[src/rtl/core/humidity_temp_frame_decoder_defines.svh]
// ----------------------------------------------------------------------------
// Humidity/temperature frame decoder assertion macros
// Shared concurrent assertion forms, clocked on the rising edge and disabled
// while the synchronous active-low reset is held.
// ----------------------------------------------------------------------------
`ifndef HUMIDITY_TEMP_FRAME_DECODER_DEFINES_SVH
`define HUMIDITY_TEMP_FRAME_DECODER_DEFINES_SVH

// lbl: cond implies prop on the same edge
`define HTFD_ASSERT_IMPLIES(lbl, clk, rstn, cond, prop, msg) \
    lbl: assert property (@(posedge clk) disable iff (!rstn) (cond) |-> (prop)) \
        else $error(msg);

// lbl: cond never holds
`define HTFD_ASSERT_NEVER(lbl, clk, rstn, cond, msg) \
    lbl: assert property (@(posedge clk) disable iff (!rstn) !(cond)) \
        else $error(msg);

`endif

[src/rtl/core/htfd_pkg.sv]
// ----------------------------------------------------------------------------
// htfd_pkg
// Types, constants and the CRC-8 helper for the humidity/temperature decoder.
// ----------------------------------------------------------------------------
package htfd_pkg;

    localparam logic [7:0] CRC_POLY = 8'h31;
    localparam logic [7:0] CRC_INIT = 8'hFF;

    localparam int TEMP_SPAN   = 175 * 10;
    localparam int TEMP_OFFSET = 450;
    localparam int HUM_SPAN    = 100;

    localparam int RAW_W    = 16;
    localparam int TPROD_W  = 27;  // 65535 * 1750 fits in 27 bits
    localparam int HPROD_W  = 23;  // 65535 * 100 fits in 23 bits
    localparam int TEMP_W   = 12;
    localparam int HUM_W    = 7;
    localparam int S_DATA_W = 8;
    localparam int M_DATA_W = 24;

    // byte positions within a frame
    localparam logic [2:0] POS_T_MSB = 3'd0;
    localparam logic [2:0] POS_T_LSB = 3'd1;
    localparam logic [2:0] POS_T_CRC = 3'd2;
    localparam logic [2:0] POS_H_MSB = 3'd3;
    localparam logic [2:0] POS_H_LSB = 3'd4;
    localparam logic [2:0] POS_H_CRC = 3'd5;

    typedef struct packed {
        logic             crc_ok;
        logic [RAW_W-1:0] temp_raw;
        logic [RAW_W-1:0] hum_raw;
    } frame_t;

    // CRC-8, MSB first, one byte
    function automatic logic [7:0] crc8_byte(input logic [7:0] crc, input logic [7:0] b);
        logic [7:0] c;
        c = crc ^ b;
        for (int i = 0; i < 8; i++) begin
            if (c[7]) begin
                c = {c[6:0], 1'b0} ^ CRC_POLY;
            end else begin
                c = {c[6:0], 1'b0};
            end
        end
        return c;
    endfunction

endpackage

[src/rtl/core/htfd_frame.sv]
// ----------------------------------------------------------------------------
// htfd_frame
// Byte position tracker, running CRC and raw word capture. Emits one frame
// record after the sixth byte.
// ----------------------------------------------------------------------------
module htfd_frame (
    input  logic                  aclk,
    input  logic                  aresetn,
    input  logic                  in_valid,
    output logic                  in_ready,
    input  logic                  in_start,
    input  logic [7:0]            in_byte,
    output logic                  fr_valid,
    input  logic                  fr_ready,
    output htfd_pkg::frame_t      fr_data
);
    import htfd_pkg::*;

    logic [2:0]       pos_reg, pos_next;
    logic [7:0]       crc_reg, crc_next;
    logic [RAW_W-1:0] temp_raw_reg, temp_raw_next;
    logic [RAW_W-1:0] hum_raw_reg, hum_raw_next;
    logic             tgood_reg, tgood_next;
    logic             fr_valid_reg, fr_valid_next;
    frame_t           fr_reg, fr_next;

    logic             take;
    logic             restart;
    logic [2:0]       pos_eff;
    logic [7:0]       crc_eff;
    logic [7:0]       crc_upd;

    assign in_ready = !fr_valid_reg || fr_ready;
    assign take     = in_valid && in_ready;
    assign restart  = in_start || (pos_reg > POS_H_CRC);
    assign pos_eff  = restart ? POS_T_MSB : pos_reg;
    assign crc_eff  = restart ? CRC_INIT : crc_reg;
    assign crc_upd  = crc8_byte(crc_eff, in_byte);

    always_comb begin
        pos_next      = pos_reg;
        crc_next      = crc_reg;
        temp_raw_next = temp_raw_reg;
        hum_raw_next  = hum_raw_reg;
        tgood_next    = tgood_reg;
        fr_valid_next = fr_valid_reg && !fr_ready;
        fr_next       = fr_reg;
        if (take) begin
            pos_next = pos_eff + 3'd1;
            case (pos_eff)
                POS_T_MSB: begin
                    temp_raw_next = {in_byte, temp_raw_reg[7:0]};
                    crc_next      = crc_upd;
                end
                POS_T_LSB: begin
                    temp_raw_next = {temp_raw_reg[15:8], in_byte};
                    crc_next      = crc_upd;
                end
                POS_T_CRC: begin
                    tgood_next = (crc_eff == in_byte);
                    crc_next   = CRC_INIT;
                end
                POS_H_MSB: begin
                    hum_raw_next = {in_byte, hum_raw_reg[7:0]};
                    crc_next     = crc_upd;
                end
                POS_H_LSB: begin
                    hum_raw_next = {hum_raw_reg[15:8], in_byte};
                    crc_next     = crc_upd;
                end
                default: begin
                    fr_valid_next   = 1'b1;
                    fr_next.crc_ok  = tgood_reg && (crc_eff == in_byte);
                    fr_next.temp_raw = temp_raw_reg;
                    fr_next.hum_raw  = hum_raw_reg;
                    pos_next        = POS_T_MSB;
                    crc_next        = CRC_INIT;
                end
            endcase
        end
    end

    always_ff @(posedge aclk) begin
        if (!aresetn) begin
            pos_reg      <= POS_T_MSB;
            crc_reg      <= CRC_INIT;
            tgood_reg    <= 1'b0;
            fr_valid_reg <= 1'b0;
        end else begin
            pos_reg      <= pos_next;
            crc_reg      <= crc_next;
            tgood_reg    <= tgood_next;
            fr_valid_reg <= fr_valid_next;
        end
    end

    always_ff @(posedge aclk) begin
        temp_raw_reg <= temp_raw_next;
        hum_raw_reg  <= hum_raw_next;
        fr_reg       <= fr_next;
    end

    assign fr_valid = fr_valid_reg;
    assign fr_data  = fr_reg;

endmodule

[src/rtl/core/htfd_conv.sv]
// ----------------------------------------------------------------------------
// htfd_conv
// Two-stage conversion: scale multiply, then divide by 65535 and offset,
// into the output register.
// ----------------------------------------------------------------------------
module htfd_conv (
    input  logic                          aclk,
    input  logic                          aresetn,
    input  logic                          fr_valid,
    output logic                          fr_ready,
    input  htfd_pkg::frame_t              fr_data,
    output logic                          out_valid,
    input  logic                          out_ready,
    output logic                          out_ok,
    output logic [htfd_pkg::TEMP_W-1:0]   out_temp,
    output logic [htfd_pkg::HUM_W-1:0]    out_hum
);
    import htfd_pkg::*;

    localparam logic [10:0] TSPAN_C = 11'(TEMP_SPAN);
    localparam logic [6:0]  HSPAN_C = 7'(HUM_SPAN);
    localparam logic [TEMP_W-1:0] TOFF_C = TEMP_W'(TEMP_OFFSET);

    logic               a_valid_reg, a_valid_next;
    logic               a_ok_reg;
    logic [TPROD_W-1:0] t_prod_reg;
    logic [HPROD_W-1:0] h_prod_reg;

    logic               o_valid_reg, o_valid_next;
    logic               o_ok_reg;
    logic [TEMP_W-1:0]  o_temp_reg, o_temp_next;
    logic [HUM_W-1:0]   o_hum_reg, o_hum_next;

    logic               b_ready;
    logic               a_load;
    logic               b_load;
    logic [TPROD_W:0]   t_sum;
    logic [HPROD_W:0]   h_sum;

    assign b_ready  = !o_valid_reg || out_ready;
    assign fr_ready = !a_valid_reg || b_ready;
    assign a_load   = fr_valid && fr_ready;
    assign b_load   = a_valid_reg && b_ready;

    assign a_valid_next = a_load || (a_valid_reg && !b_ready);
    assign o_valid_next = b_load || (o_valid_reg && !out_ready);

    // x / 65535 == (x + (x >> 16) + 1) >> 16 for the ranges here
    assign t_sum = {1'b0, t_prod_reg} + (TPROD_W+1)'(t_prod_reg >> 16)
                   + (TPROD_W+1)'(1);
    assign h_sum = {1'b0, h_prod_reg} + (HPROD_W+1)'(h_prod_reg >> 16)
                   + (HPROD_W+1)'(1);

    always_comb begin
        o_temp_next = '0;
        o_hum_next  = '0;
        if (a_ok_reg) begin
            o_temp_next = {1'b0, t_sum[26:16]} - TOFF_C;
            o_hum_next  = h_sum[22:16];
        end
    end

    always_ff @(posedge aclk) begin
        if (!aresetn) begin
            a_valid_reg <= 1'b0;
            o_valid_reg <= 1'b0;
        end else begin
            a_valid_reg <= a_valid_next;
            o_valid_reg <= o_valid_next;
        end
    end

    always_ff @(posedge aclk) begin
        if (a_load) begin
            a_ok_reg   <= fr_data.crc_ok;
            t_prod_reg <= TPROD_W'(fr_data.temp_raw) * TPROD_W'(TSPAN_C);
            h_prod_reg <= HPROD_W'(fr_data.hum_raw) * HPROD_W'(HSPAN_C);
        end
        if (b_load) begin
            o_ok_reg   <= a_ok_reg;
            o_temp_reg <= o_temp_next;
            o_hum_reg  <= o_hum_next;
        end
    end

    assign out_valid = o_valid_reg;
    assign out_ok    = o_ok_reg;
    assign out_temp  = o_temp_reg;
    assign out_hum   = o_hum_reg;

endmodule

[src/rtl/core/humidity_temp_frame_decoder.sv]
// ----------------------------------------------------------------------------
// humidity_temp_frame_decoder
// Checks the two CRC-8 protected words of a six-byte sensor frame and
// converts them to tenths of a degree and whole percent humidity.
// ----------------------------------------------------------------------------
// channel  | direction | tdata                            | tuser
// s_       | in        | [7:0] data_byte                  | frame_start
// m_       | out       | [11:0] temp tenths, [18:12] hum  | crc_ok
//
// One byte word is taken every cycle while s_tready is high. After the sixth
// byte a result passes the frame, multiply and output registers in turn.
// Reset clears position, CRC and all valid flags; the raw words hold garbage
// until a frame writes them. An m_ stall backs up through the result stages
// and, once they are full, drops s_tready for every byte, closing or not.
// ----------------------------------------------------------------------------
`include "humidity_temp_frame_decoder_defines.svh"

module humidity_temp_frame_decoder (
    input  logic                           aclk,
    input  logic                           aresetn,
    input  logic                           s_tvalid,
    output logic                           s_tready,
    input  logic [htfd_pkg::S_DATA_W-1:0]  s_tdata,   // [7:0] data_byte
    input  logic                           s_tuser,   // frame_start
    output logic                           m_tvalid,
    input  logic                           m_tready,
    output logic [htfd_pkg::M_DATA_W-1:0]  m_tdata,   // [11:0] temperature_tenths,
                                                      // [18:12] humidity_percent
    output logic                           m_tuser    // crc_ok
);
    import htfd_pkg::*;

    logic              fr_valid;
    logic              fr_ready;
    frame_t            fr_data;
    logic [TEMP_W-1:0] temp;
    logic [HUM_W-1:0]  hum;

    htfd_frame u_frame (
        .aclk     (aclk),
        .aresetn  (aresetn),
        .in_valid (s_tvalid),
        .in_ready (s_tready),
        .in_start (s_tuser),
        .in_byte  (s_tdata),
        .fr_valid (fr_valid),
        .fr_ready (fr_ready),
        .fr_data  (fr_data)
    );

    htfd_conv u_conv (
        .aclk      (aclk),
        .aresetn   (aresetn),
        .fr_valid  (fr_valid),
        .fr_ready  (fr_ready),
        .fr_data   (fr_data),
        .out_valid (m_tvalid),
        .out_ready (m_tready),
        .out_ok    (m_tuser),
        .out_temp  (temp),
        .out_hum   (hum)
    );

    assign m_tdata = {(M_DATA_W-TEMP_W-HUM_W)'(0), hum, temp};

    `HTFD_ASSERT_IMPLIES(a_bad_crc_zero, aclk, aresetn, m_tvalid && !m_tuser, m_tdata == '0, "bad-CRC word carries nonzero values")
    `HTFD_ASSERT_IMPLIES(a_hum_range, aclk, aresetn, m_tvalid, m_tdata[18:12] <= 7'd100, "humidity above 100 percent")
    `HTFD_ASSERT_NEVER(a_temp_range, aclk, aresetn, m_tvalid && m_tuser && ($signed(m_tdata[11:0]) < -12'sd450 || $signed(m_tdata[11:0]) > 12'sd1300), "temperature out of range")

endmodule
[config.mk]
export PLATFORM = sky130hd
export DESIGN_NAME = humidity_temp_frame_decoder
export DESIGN_NICKNAME = d
export VERILOG_FILES = /design/src/rtl/core/htfd_pkg.sv /design/src/rtl/core/htfd_frame.sv /design/src/rtl/core/htfd_conv.sv /design/src/rtl/core/humidity_temp_frame_decoder.sv
export VERILOG_INCLUDE_DIRS = /design/src /design/src/rtl/core
export SDC_FILE = /design/constraint.sdc
export NUM_CORES = 1
export LEC_CHECK = 0
export BUFFER_PORTS_ARGS = -buffer_cell sky130_fd_sc_hd__buf_2
export CAP_MARGIN = 20
export CORE_MARGIN = 5
export CORE_UTILIZATION = 40
export CTS_CLUSTER_DIAMETER = 40
export DETAILED_ROUTE_END_ITERATION = 16
export SKIP_LAST_GASP = 1
export SLEW_MARGIN = 20
export SYNTH_ARGS = -nofsm -noshare
export SYNTH_HDL_FRONTEND = slang
export SYNTH_SLANG_ARGS = --single-unit
[constraint.sdc]
create_clock -name aclk -period 5.2 [get_ports aclk]
set_input_delay 0.26 -clock aclk [delete_from_list [all_inputs] [get_ports aclk]]
set_output_delay 0.26 -clock aclk [all_outputs]
set_load 0.01 [all_outputs]
# Word-level counts from Yosys, hierarchy flattened
# Cells that the tools add are included.
# W data, S select, Z words.
[classes]
add_sub_neg = 6
n_mul = 2
order_cmp = 1
eq_ne = 5
n_mux = 16
bitwise = 14
reduce_logical = 28
[op_table]
columns = ["operator", "count"]
rows = [
  ["$pmux W16 S2", 2],
  ["$mux W6", 8],
  ["$add A27 B1 Y27 const B", 1],
  ["$add A27 B11 Y27", 1],
  ["$mul A16 B10 Y26 const B", 1],
  ["$not A3 Y3", 8],
  ["$add A23 B1 Y23 const B", 1],
  ["$add A23 B7 Y23", 1],
  ["$mul A16 B5 Y21 const B", 1],
  ["$mux W8", 2],
  ["$reduce_and A3 Y1", 4],
  ["$sub A11 B9 Y12 const B", 1],
  ["$eq A8 B8 Y1", 1],
  ["$xor A8 B8 Y8", 1],
  ["$logic_and A1 B1 Y1", 7],
  ["$eq A3 B2 Y1 const B", 2],
  ["$logic_not A1 Y1", 6],
  ["$logic_or A1 B1 Y1", 6],
  ["$mux W3", 2],
  ["$not A1 Y1", 5],
  ["$reduce_or A5 Y1", 1],
  ["$reduce_and A2 Y1", 2],
  ["$reduce_or A4 Y1", 1],
  ["$add A3 B1 Y3 const B", 1],
  ["5 further kinds", 6],
]
[word_totals]
ff_bits = 148
output_inout_bits = 27

# Logic depth before layout (Yosys ltp)
[depth]
word_depth = 21
depth_mapped = 21
mapped_depth_nobuf = 20

# By module
# A second synthesis with hierarchy kept.
[unflattened]
cells_unflattened = 1026
area_unflattened_um2 = 11501.0
[by_module_without_submodules]
columns = ["mod", "n_inst", "cells_per_inst", "area_per_inst_um2", "seq_area_each_um2"]
rows = [
  ["htfd_conv", 1, 806, 8344.3, 2082.0],
  ["htfd_frame", 1, 214, 3115.5, 2212.1],
  ["humidity_temp_frame_decoder", 1, 6, 41.3, 0.0],
]

# Worst setup path after synthesis
# Ideal clock, no wire load.
[synth_path]
path_type = "reg2reg"
startpoint = "register u_frame.fr_reg (netlist bit u_frame.fr_data[18])"
endpoint = "register u_conv.t_prod_reg[26], data pin"
setup_time_ns = 0.254
arrival_ns = 4.894
path_slack_ns = 0.052
stages_incl_launch_ff = 20
path_cell_list = "edfxtp_1 > ha_1 > xor2_1 > ha_1 > or2_2 > fa_1 > fa_1 > inv_1 > fa_1 > inv_1 > ha_1 > o21a_1 > a21o_2 > nor3_4 > o21ai_1 > a22o_2 > o41ai_2 > o21a_2 > o21ai_2 > a21bo_1"
[synth_between]
elab_chain_len = 1
[synth_lines]
columns = ["item", "line_no", "text"]
rows = [
  ["start: declaration", "htfd_frame.sv:25", "frame_t fr_reg, fr_next;"],
  ["start signal: assignment", "htfd_frame.sv:100", "fr_reg <= fr_next;"],
  ["$mul A16 B10 Y26", "htfd_conv.sv:76", "t_prod_reg <= TPROD_W'(fr_data.temp_raw) * TPROD_W'(TSPAN_C);"],
  ["end signal: assignment", "htfd_conv.sv:76", ""],
  ["end: declaration", "htfd_conv.sv:26", "logic [TPROD_W-1:0] t_prod_reg;"],
]
# No other way between the ends.
# A chain may end at the register's enable or synchronous reset.

# Worst setup path after layout
# Ends and elaborated chain as after synthesis.

==> impl_results.md <==
- Sink Count: 148
- Min cycle time layout: 5000 ps
- Initial Util: 40.8%
- Critical Path AT: 5190 ps
- Port bufs: 34
- GP Congestion: 0.816
- Fmax: 0.200 GHz
- First-pass GRT wire length: 34700 um
- Max Cap Viol: 0
- Status: complete, no violations
- Clock skew: 9.67 ps
- Slew Viols, Final: 0
- Critical path, cell by cell: buf_6 > ha_4 > xor2_1 > ha_1 > inv_1 > fa_1 > inv_1 > fa_1 > inv_1 > fa_1 > inv_1 > ha_2 > a211o_1 > a21o_2 > nor3_4 > o21ai_2 > a22o_2 > o41ai_4 > o21a_2 > o21ai_2 > a21bo_1
- RSZ-0062 raised after global routing: yes
- Placed cell areas: 12200 sq um
- Post-Syn Area: 11400 sq um
- Final setup fails: 0
- Reg2reg path depth: 21
- CTS Buf Count: 17
- CP required: 5390 ps
- Async SR Flop Fraction: 0%
- Drt drc: 0
- CP Launch Type: register
- CP endpoint: u_conv.t_prod_reg[26]
- Antenna cells: 0
- Post-synth EDFFs: 133
- CP peak stage delay: 520 ps
- 1st-pass router iterations: 4
- Pwr per Cell Area: 250 nW/um^2
- Crit. End Element: register
- Synth top cells by count: 177 x inv_1, 167 x ha_1, 133 x edfxtp_1
- Max FFs per register: 33
- Yosys cell types: 71
- HP Class: in -> reg
- Final Cell Area: 13100 sq um
- Synthesized area per cell: 11.1 sq um
- Final WL: 20500 um
- Hpwl dp: 16300 um
- CP max-delay cell: fa_1
- Sequential-to-total area share from yosys stat: 37.6%
- Grt total ovfl: 0
- Vias post-DR: 6951
- Vias per cell: 4.68
- Critical path origin: u_frame.fr_data[18]
- Syn-to-layout area delta: 14.3%
- Largest net degree at the start of global routing: 49
- Post-synth top area cell: edfxtp_1
- Yosys reg bits: 148
- CTS tree: yes
- Critical path fanouts, max: 4
- Yosys warns: 0
- Clk_lat worst skew: 420 ps
- Vias in the first global route: 7134
- Routed Antenna Nets: 0
- Top Ports: 40
- Max VDD drop: 0.000168 V
- Die area: 32000 sq um
- Delay-heaviest family, CP: adder cells
- Ratio of cells with drive above 1 in the final layout: 13.6%
- Area contributors post-synth: edfxtp_1 35%, ha_1 18%, fa_1 12%, inv_1 5.8%, xnor2_1 4.6%
- Non-filler cells, final: 1486
- R2R Path End: u_conv.t_prod_reg[26]
- Routed len/inst: 13.8 um
- Actual slew at the worst max-slew pin: 1020 ps
- Hold buffers post-CTS: 0
- Final Hold Fails: 0
- Post-synth top area share: 35.0%
- Clock-pin slew on the worst setup and hold paths: 70 ps
- Iter 0 DRT Violations: 243
- Tcrit/Tclk final: 96.2%
- Gr usage total: 13.7%
- Cells after Synth: 1027
- P_leak: 0.00580 uW
- R2R Setup Slk: 200 ps
- Crit path depth: 21
- Type of the worst setup path: reg -> reg
- Root Buffer: clkbuf_16
- Clock buffer depth: 2
- CP Buf/Inv Count: 5
- Slew headroom: 31.7%
- Top_reg_cell synth: edfxtp_1
- Die H: 179 um
- Die width: 179 um
- Rows: 61
- Placed cell count: 1444
- H-tree levels: 4
- Cell with the most instances after synthesis: inv_1
- Most used cell, CP: inv_1
- Hold Slack: 119 ps
- Initial antenna violation count: 0
- Reg-to-Reg Start: u_frame.fr_data[18]
- Nets: 1341
- Core area: 28000 sq um
-- through the flow --
stage	worst slack, ps	setup TNS, ps	total power, uW	utilization (%)
2_1_floorplan	52.0	0	1900	-
3_3_place_gp	20.3	0	2030	43.4
3_5_place_dp	-53.0	-53.0	2030	43.4
4_1_cts	8.32	0	3260	46.1
5_1_grt	-7.12	-7.12	3450	46.6
6_report	196	0	3260	46.6
-- layout make-up --
type	count	area, sq um
inverters	177	664
clock buffers	20	478
clock inverters	12	105
fillers	2576	15000
multi-input cells	685	6620
repair buffers	66	422
flip-flops and latches	148	4290
well taps	378	473
-- layout by cell type (no fill, tap or decap), drive strengths merged, types with 8 or more instances in the layout --
| master | count |
|---|---|
| o21a | 11 |
| a21o | 19 |
| nor2b | 15 |
| and3 | 18 |
| edfxtp | 133 |
| nor3 | 19 |
| fa | 66 |
| o21ai | 17 |
| xor2 | 24 |
| buf | 66 |
| ha | 167 |
| nand3 | 10 |
| a21oi | 39 |
| nand4 | 8 |
| xnor2 | 61 |
| o22ai | 8 |
| dfxtp | 15 |
| nor2 | 39 |
| inv | 185 |
| and2 | 37 |
| clkbuf | 20 |
| nand2 | 43 |
-- repair_timing --
action	in CTS	in global routing
cloned	0	0
endpoints found under the setup margin	2	6
setup buffers	6	4
gates resized for setup	17	19
pin swaps	14	17
-- worst min path at each step --
stage / start / end / slack [ps] / cells past startpoint
2_1_floorplan: aresetn / u_frame.tgood_reg / 390 / 1
3_3_place_gp: u_frame.temp_raw_reg[5] / u_frame.fr_data[21] / 400 / 0
3_5_place_dp: u_frame.temp_raw_reg[10] / u_frame.fr_data[26] / 400 / 0
4_1_cts: aresetn / u_frame.crc_reg[6] / 110 / 2
5_1_grt: aresetn / u_frame.crc_reg[4] / 130 / 2
6_report: aresetn / u_frame.crc_reg[6] / 120 / 2
-- layer usage --
layer	share of wire (%)	wire length, um	track usage [%]	vias to the layer above
met3	2.9	599	2.47	25
met1	50	10200	19.0	3199
met2	46	9330	21.8	95
met4	1.5	307	4.16	0
met5	0	0	0	-
li1	-	-	-	3632
-- cells by family after synthesis --
group | synth area share (%)
compound gates | 8.49
mux | 0.263
fa+ha+maj | 29.8
other cells | 0.0328
flops | 37.6
simple gates | 10.4
buf+inv | 6.78
xor+xnor | 6.58
-- power by group --
| group | total (uW) | switching, uW | internal, uW |
|---|---|---|---|
| clock | 1200 | 515 | 680 |
| sequential | 1370 | 26.6 | 1340 |
| combinational | 699 | 362 | 337 |
(Power assumes the default switching activity.)
